===== config.mk =====
export PLATFORM = sky130hd
export DESIGN_NAME = touch_button_press_tracker
export DESIGN_NICKNAME = d
export VERILOG_FILES = /design/src/rtl/core/tbpt_pkg.sv /design/src/rtl/core/touch_button_press_tracker.sv /design/src/rtl/core/tbpt_dp.sv /design/src/rtl/core/tbpt_ctrl.sv
export SDC_FILE = /design/constraint.sdc
export NUM_CORES = 1
export LEC_CHECK = 0
export BUFFER_PORTS_ARGS = -buffer_cell sky130_fd_sc_hd__buf_4
export CAP_MARGIN = 20
export CORE_ASPECT_RATIO = 1.4
export CORE_MARGIN = 4
export CORE_UTILIZATION = 65
export DETAILED_ROUTE_END_ITERATION = 12
export PLACE_DENSITY = 0.83
export SETUP_SLACK_MARGIN = 0.02
export SLEW_MARGIN = 10
export SYNTH_ARGS = -nofsm -noshare
export SYNTH_HDL_FRONTEND = slang
export SYNTH_HIERARCHICAL = 1
export SYNTH_SLANG_ARGS = --single-unit

===== constraint.sdc =====
create_clock -name clk -period 16.7 [get_ports clk]
set_input_delay 2.505 -clock clk [delete_from_list [all_inputs] [get_ports clk]]
set_output_delay 2.505 -clock clk [all_outputs]
set_load 0.005 [all_outputs]

===== src/rtl/core/tbpt_pkg.sv =====
// Shared types and constants of the touch button press tracker.
`default_nettype none

package tbpt_pkg;

	localparam int NUM_BUTTONS_DEF = 8;
	localparam int COORD_BITS_DEF  = 12;
	localparam int BTN_W           = 3;
	localparam int CMD_W           = 2;

	localparam logic [CMD_W-1:0] CMD_DEFINE = 2'd0;
	localparam logic [CMD_W-1:0] CMD_TOUCH  = 2'd1;
	localparam logic [CMD_W-1:0] CMD_END    = 2'd2;

	localparam logic EV_PRESS   = 1'b0;
	localparam logic EV_RELEASE = 1'b1;

	// controller -> datapath
	typedef struct packed {
		logic write_slot;  // define item: write rectangle and enable
		logic load_item;   // touch or end-of-scan item: latch it, restart slot scan
		logic step;        // evaluate current slot and move on
		logic flush;       // send held event as the last one
		logic finish;      // item done
	} ctrl_cmd_t;

	// datapath -> controller
	typedef struct packed {
		logic ev;          // current slot produces an event
		logic hold_valid;  // an event waits in the hold register
		logic out_free;    // output register can take a transfer this cycle
		logic last_slot;   // scan is at the highest slot
	} dp_status_t;

endpackage

`default_nettype wire


===== src/rtl/core/touch_button_press_tracker.sv =====
// Touch button press tracker: top level joining controller and datapath.
//
// Holds NUM_BUTTONS button rectangles with enable, pressed and touched flags.
// A define item writes its slot while idle. A touch-point or end-of-scan item
// steps through the slots in ascending order, one per cycle unless the scan
// stalls, hit-testing or checking for release; no next item is accepted until
// the scan and its flush step are done. Every event of an item must move into
// the output register before the item ends, so the scan and the flush wait
// while that register is full and an event waits for it.
// Events leave through a registered output; the last event of an item has
// last_event set. Coordinates are COORD_BITS wide, bounds are half-open.
`default_nettype none

module touch_button_press_tracker #(
	parameter int NUM_BUTTONS = tbpt_pkg::NUM_BUTTONS_DEF,
	parameter int COORD_BITS  = tbpt_pkg::COORD_BITS_DEF
) (
	input  wire logic                       clk,
	input  wire logic                       arst_n,
	input  wire logic                       in_valid,
	output logic                            in_stall,
	input  wire logic [tbpt_pkg::CMD_W-1:0] cmd,
	input  wire logic [tbpt_pkg::BTN_W-1:0] button_index,
	input  wire logic [COORD_BITS-1:0]      touch_x,
	input  wire logic [COORD_BITS-1:0]      touch_y,
	input  wire logic [COORD_BITS-1:0]      rect_width,
	input  wire logic [COORD_BITS-1:0]      rect_height,
	input  wire logic                       slot_enabled,
	output logic                            out_valid,
	input  wire logic                       out_stall,
	output logic                            event_kind,
	output logic [tbpt_pkg::BTN_W-1:0]      event_button,
	output logic                            last_event
);
	import tbpt_pkg::*;

	ctrl_cmd_t  ctrl_cmd;
	dp_status_t dp_status;

	tbpt_ctrl u_ctrl (
		.clk      (clk),
		.arst_n   (arst_n),
		.in_valid (in_valid),
		.cmd      (cmd),
		.in_stall (in_stall),
		.status_i (dp_status),
		.cmd_o    (ctrl_cmd)
	);

	tbpt_dp #(
		.NUM_BUTTONS (NUM_BUTTONS),
		.COORD_BITS  (COORD_BITS)
	) u_dp (
		.clk          (clk),
		.arst_n       (arst_n),
		.cmd_i        (ctrl_cmd),
		.status_o     (dp_status),
		.cmd          (cmd),
		.button_index (button_index),
		.touch_x      (touch_x),
		.touch_y      (touch_y),
		.rect_width   (rect_width),
		.rect_height  (rect_height),
		.slot_enabled (slot_enabled),
		.out_stall    (out_stall),
		.out_valid    (out_valid),
		.event_kind   (event_kind),
		.event_button (event_button),
		.last_event   (last_event)
	);

endmodule

`default_nettype wire


===== src/rtl/core/tbpt_dp.sv =====
// Datapath: button table, flags, slot scan counter, hit test and event registers.
`default_nettype none

module tbpt_dp #(
	parameter int NUM_BUTTONS = tbpt_pkg::NUM_BUTTONS_DEF,
	parameter int COORD_BITS  = tbpt_pkg::COORD_BITS_DEF
) (
	input  wire logic                       clk,
	input  wire logic                       arst_n,
	input  wire tbpt_pkg::ctrl_cmd_t        cmd_i,
	output tbpt_pkg::dp_status_t            status_o,
	input  wire logic [tbpt_pkg::CMD_W-1:0] cmd,
	input  wire logic [tbpt_pkg::BTN_W-1:0] button_index,
	input  wire logic [COORD_BITS-1:0]      touch_x,
	input  wire logic [COORD_BITS-1:0]      touch_y,
	input  wire logic [COORD_BITS-1:0]      rect_width,
	input  wire logic [COORD_BITS-1:0]      rect_height,
	input  wire logic                       slot_enabled,
	input  wire logic                       out_stall,
	output logic                            out_valid,
	output logic                            event_kind,
	output logic [tbpt_pkg::BTN_W-1:0]      event_button,
	output logic                            last_event
);
	import tbpt_pkg::*;

	localparam int IDX_W = (NUM_BUTTONS > 1) ? $clog2(NUM_BUTTONS) : 1;

	logic [COORD_BITS-1:0]  left_q [NUM_BUTTONS];
	logic [COORD_BITS-1:0]  top_q  [NUM_BUTTONS];
	logic [COORD_BITS-1:0]  w_q    [NUM_BUTTONS];
	logic [COORD_BITS-1:0]  h_q    [NUM_BUTTONS];
	logic [NUM_BUTTONS-1:0] valid_q, pressed_q, touched_q;

	logic                   is_end_q;
	logic [COORD_BITS-1:0]  x_q, y_q;
	logic [IDX_W-1:0]       slot_q;

	logic                   hold_valid_q;
	logic                   hold_kind_q;
	logic [BTN_W-1:0]       hold_btn_q;

	logic                   out_valid_q;
	logic                   out_kind_q;
	logic [BTN_W-1:0]       out_btn_q;
	logic                   out_last_q;

	logic                   define_ok;
	logic [IDX_W-1:0]       wr_idx;
	logic [COORD_BITS:0]    right_edge, bottom_edge;
	logic                   hit, touch_hit, ev, out_free, push;

	assign define_ok = 32'(button_index) < NUM_BUTTONS;
	assign wr_idx    = IDX_W'(button_index);

	// half-open bounds, sums one bit wider so they never wrap
	assign right_edge  = {1'b0, left_q[slot_q]} + {1'b0, w_q[slot_q]};
	assign bottom_edge = {1'b0, top_q[slot_q]} + {1'b0, h_q[slot_q]};
	assign hit = (x_q >= left_q[slot_q]) && ({1'b0, x_q} < right_edge) &&
	             (y_q >= top_q[slot_q])  && ({1'b0, y_q} < bottom_edge);

	assign touch_hit = valid_q[slot_q] && hit;
	assign ev = is_end_q ? (valid_q[slot_q] && pressed_q[slot_q] && !touched_q[slot_q])
	                     : (touch_hit && !pressed_q[slot_q]);

	assign out_free = !out_valid_q || !out_stall;
	assign push     = (cmd_i.step && ev && hold_valid_q) || cmd_i.flush;

	assign status_o.ev         = ev;
	assign status_o.hold_valid = hold_valid_q;
	assign status_o.out_free   = out_free;
	assign status_o.last_slot  = slot_q == IDX_W'(NUM_BUTTONS - 1);

	// rectangle table: only read for enabled slots, no reset needed
	always_ff @(posedge clk) begin
		if (cmd_i.write_slot && define_ok) begin
			left_q[wr_idx] <= touch_x;
			top_q[wr_idx]  <= touch_y;
			w_q[wr_idx]    <= rect_width;
			h_q[wr_idx]    <= rect_height;
		end
	end

	always_ff @(posedge clk) begin
		if (cmd_i.load_item) begin
			is_end_q <= (cmd == CMD_END);
			x_q      <= touch_x;
			y_q      <= touch_y;
		end
		if (cmd_i.step && ev) begin
			hold_kind_q <= is_end_q ? EV_RELEASE : EV_PRESS;
			hold_btn_q  <= BTN_W'(slot_q);
		end
		if (push) begin
			out_kind_q <= hold_kind_q;
			out_btn_q  <= hold_btn_q;
			out_last_q <= cmd_i.flush;
		end
	end

	always_ff @(posedge clk or negedge arst_n) begin
		if (!arst_n) begin
			valid_q      <= '0;
			pressed_q    <= '0;
			touched_q    <= '0;
			slot_q       <= '0;
			hold_valid_q <= 1'b0;
			out_valid_q  <= 1'b0;
		end else begin
			if (cmd_i.write_slot && define_ok) begin
				valid_q[wr_idx]   <= slot_enabled;
				pressed_q[wr_idx] <= 1'b0;
			end
			if (cmd_i.load_item)
				slot_q <= '0;
			if (cmd_i.step) begin
				if (!status_o.last_slot)
					slot_q <= slot_q + 1'b1;
				if (is_end_q) begin
					if (ev)
						pressed_q[slot_q] <= 1'b0;
				end else if (touch_hit) begin
					touched_q[slot_q] <= 1'b1;
					pressed_q[slot_q] <= 1'b1;
				end
				if (ev)
					hold_valid_q <= 1'b1;
			end
			if (cmd_i.flush)
				hold_valid_q <= 1'b0;
			if (cmd_i.finish && is_end_q)
				touched_q <= '0;
			if (push)
				out_valid_q <= 1'b1;
			else if (!out_stall)
				out_valid_q <= 1'b0;
		end
	end

	assign out_valid    = out_valid_q;
	assign event_kind   = out_kind_q;
	assign event_button = out_btn_q;
	assign last_event   = out_last_q;

endmodule

`default_nettype wire


===== src/rtl/core/tbpt_ctrl.sv =====
// Controller: item acceptance and slot scan sequencing.
`default_nettype none

module tbpt_ctrl (
	input  wire logic                       clk,
	input  wire logic                       arst_n,
	input  wire logic                       in_valid,
	input  wire logic [tbpt_pkg::CMD_W-1:0] cmd,
	output logic                            in_stall,
	input  wire tbpt_pkg::dp_status_t       status_i,
	output tbpt_pkg::ctrl_cmd_t             cmd_o
);
	import tbpt_pkg::*;

	typedef enum logic [1:0] {
		ST_IDLE,
		ST_SCAN,
		ST_FLUSH
	} state_t;

	state_t state_q, state_d;

	always_comb begin
		cmd_o   = '0;
		state_d = state_q;
		case (state_q)
			ST_IDLE: begin
				if (in_valid) begin
					case (cmd)
						CMD_DEFINE: cmd_o.write_slot = 1'b1;
						CMD_TOUCH, CMD_END: begin
							cmd_o.load_item = 1'b1;
							state_d         = ST_SCAN;
						end
						default: ;
					endcase
				end
			end
			ST_SCAN: begin
				// a second event needs the held one moved to the output first
				if (!(status_i.ev && status_i.hold_valid && !status_i.out_free)) begin
					cmd_o.step = 1'b1;
					if (status_i.last_slot)
						state_d = ST_FLUSH;
				end
			end
			ST_FLUSH: begin
				if (!status_i.hold_valid) begin
					cmd_o.finish = 1'b1;
					state_d      = ST_IDLE;
				end else if (status_i.out_free) begin
					cmd_o.flush  = 1'b1;
					cmd_o.finish = 1'b1;
					state_d      = ST_IDLE;
				end
			end
			default: state_d = ST_IDLE;
		endcase
	end

	always_ff @(posedge clk or negedge arst_n) begin
		if (!arst_n)
			state_q <= ST_IDLE;
		else
			state_q <= state_d;
	end

	assign in_stall = state_q != ST_IDLE;

endmodule

`default_nettype wire


==> results_dict.tcl <==
set metrics [dict create \
    status "finished clean" \
    routed-via-count 11100 \
    fin_util_pct 73.5 \
    syn2layout_area_growth_pct 11.4 \
    relSlewSlack_pct 37.8 \
    hold_viol 0 \
    power_density_nw_per_um2 197 \
    holdBufCountCts 0 \
    wl_per_cell_um 25.9 \
    pwr-share-seq_pct 31.5 \
    postCtsSetupRepairBufs 0 \
    drc 0 \
    whs_endpoint "u_dp/event_button[2]" \
    leakagePower_nw 7.27 \
    hpwlAfterDp_um 25300 \
    grt_use_total_pct 27.8 \
    viasPerCell 6.63 \
    critical_path.max_stage_delay_ns 0.70 \
    die_h_um 209 \
    dieArea_um2 31600 \
    syn_inst 1203 \
    critical_path.endpoint_type "register" \
    place_congestion 0.917 \
    switching_share_pct 38.8 \
    p_comb_share_pct 47.6 \
    rsz0062_at_grt "false" \
    ir_worst_vdd_mv 0.139 \
    finalPower_mw 4.12 \
    grt_pass1_vias 11400 \
    final_cell_count_no_fill 1678 \
    num_rows 73 \
    layout-drive-gt1-share_pct 14.0 \
    numCtsBuffers 40 \
    final_cell_mix "418 x edfxtp_1, 135 x a22oi_1, 85 x buf_4" \
    fin_worst_skew_ns 0.0144 \
    portBuffers 64 \
    min_from "u_dp/hold_btn_q[2]" \
    drtPass1Iterations 8 \
    power.internal_mw 2.52 \
    p_sw_mw 1.60 \
    netlist.area_leader.share_pct 67.0 \
    syn_avg_cell_area_um2 15.6 \
    start_util_pct 66.0 \
    antenna_found_initial 1 \
    timing.final.crit_share_pct 46.7 \
    io_pins 65 \
    min_path_type "reg -> reg" \
    final_common_cell "edfxtp_1" \
    grt-ovfl-total 0 \
    ys_ff_latch 449 \
    maxCapViolations 0 \
    synth_flop_cell "edfxtp_1" \
    synth_top_area_cell "edfxtp_1" \
    ant_nets 0 \
    synthArstFlopShare_pct 6.90 \
    clockBufferDepth 3 \
    r2r_start "u_dp/slot_q[1]" \
    syn-num-nets 1336 \
    cts_tree "done" \
    worstPathRequired_ns 17.12 \
    clockRootBuffer "clkbuf_16" \
    htree_num_levels 2 \
    clock_power_share_pct 21.0 \
    critical_path.most_common_cell "o211ai_1" \
    reg2reg_slack_ns 8.90 \
    ys_seq_area_share_pct 71.1 \
    synth_area_leaders "edfxtp_1 67%, a22oi_1 5.4%, ha_1 4.9%, dfrtp_1 4.1%, nand2_1 1.1%" \
    setup_violations 0 \
    die_x_um 152 \
    min_path_cells 0 \
    slowest_stage "nor2b_4" \
    period_needed_ns 7.80 \
    maxSlewViolCount 0 \
    drt_iter0_drc 1015 \
    synth_edf_count 418 \
    r2r-end "u_dp/pressed_q[6]" \
    fin_setup_tns_ns 0 \
    grt_pass1_wl_um 65600 \
    start_kind "register" \
    dp_cells 1606 \
    crit_type "reg -> reg" \
    clkTransAtPathRegs_ns 0.06 \
    final_nets 1406 \
    reg2regPathDepth 28 \
    tightest_slew_ns 0.933 \
    core_um2 28400 \
    insertion_delay_ns 0.54 \
    critPathMaxFanout 32 \
    grt_max_degree 58 \
    ctsResizeCount 0 \
    cp.arrival_ns 8.22 \
    clock.fmax_mhz 128 \
    wirelength_um 43500 \
    synth.cell_area_um2 18700 \
    yosys_warnings 6 \
    synth.distinct_cells 66 \
    clock_sinks 449 \
]
-- Yosys cell counts (all sizes together) (3+ instances only) --
cell type  instances
and4              16
inv               49
nor3              11
mux2i             18
a21oi             38
and2              11
a22o              21
or2                4
a311oi             3
a22oi            135
o211ai             9
dfrtp             31
edfxtp           418
a31oi             11
nand3b             3
ha                73
xor2               9
nand4             18
clkbuf            26
a211oi             4
mux4               4
a221o              4
a222oi             4
o21ai             33
nor4               6
and3               3
xnor2              9
o21a              10
buf               31
nor2b             12
a221oi             9
mux2               8
a21o               8
o21bai             4
nand3             10
nor2              35
nand2b            19
o41ai              8
o41a               4
nand2             56
-- metrics by stage --
step,worst slack [ns],hold slack [ns],cell area (um^2)
detailed placement,9.09,0.408,19700
floorplan,9.67,0.400,18700
CTS,9.02,0.422,20900
global placement,9.21,0.403,19700
finish,8.90,0.421,20900
global route,8.40,0.440,20900
-- worst max-delay path, delay by kind of cell, from the launching register on --
kind	cells	cell delay (ns)
AND/OR/NAND/NOR	8	2.63
AO/OA/AOI/OAI	12	2.62
buffers and inverters	5	1.51
adder cells (fa/ha/maj)	2	0.44
flip-flops	1	0.32
XOR/XNOR	1	0.10
-- sequential cells by signal, indices dropped and copies added (netlist names) --
name / cells
u_dp/pressed_q: 8
u_dp/last_event: 1
u_ctrl/state_q: 2
u_dp/slot_q: 3
u_dp/valid_q: 8
u_dp/out_valid: 1
u_dp/event_kind: 1
u_dp/h_q: 96
u_dp/left_q: 96
u_dp/hold_kind_q: 1
u_dp/y_q: 12
u_dp/is_end_q: 1
u_dp/x_q: 12
u_dp/hold_valid_q: 1
u_dp/event_button: 3
u_dp/touched_q: 8
u_dp/w_q: 96
u_dp/hold_btn_q: 3
u_dp/top_q: 96
-- worst max-delay path by stage --
stage | to | from | slack, ns | cells past startpoint
floorplan | u_dp/valid_q[0] | cmd[0] | 9.67 | 7
global placement | u_dp/pressed_q[5] | u_dp/slot_q[1] | 9.21 | 27
detailed placement | u_dp/pressed_q[6] | u_dp/slot_q[1] | 9.09 | 28
CTS | u_dp/pressed_q[3] | u_dp/slot_q[1] | 9.02 | 27
global route | u_dp/pressed_q[6] | u_dp/slot_q[1] | 8.40 | 27
finish | u_dp/pressed_q[6] | u_dp/slot_q[1] | 8.90 | 28
-- power by group through the flow --
stage                     logic [mW]  registers (mW)  clock network [mW]
final                           1.96            1.30               0.863
after global routing            2.16            1.30               0.918
after CTS                       1.94            1.29               0.871
after detailed placement        1.91            1.32                   0
after global placement          1.85            1.32                   0
after floorplan                 1.41            1.31                   0
-- cells by family after synthesis --
kind of cell | after synthesis | synth area share [%]
flops | 449 | 71.1
compound gates | 318 | 12.8
xor+xnor | 18 | 0.841
buf+inv | 106 | 2.33
fa+ha+maj | 75 | 5.09
simple gates | 207 | 5.86
mux | 30 | 1.92
-- layout make-up --
cell class              instances  area, um^2
multi-input cells             648        5030
clock inverters                21         161
diodes                          1        2.50
well taps                     375         469
clock buffers                  50        1060
repair buffers                 85         638
flip-flops and latches        449       13300
inverters                      49         186
fillers                      1735        7530
-- metal layers --
metal | up-vias | share of wire (%) | GRT usage [%]
met5 | - | 0 | 0
met4 | 0 | 5.8 | 14.0
met3 | 152 | 7.5 | 4.92
met2 | 510 | 52 | 48.4
met1 | 5529 | 34 | 33.0
li1 | 4931 | - | -
Note: power is estimated with default switching activity, not from simulation.
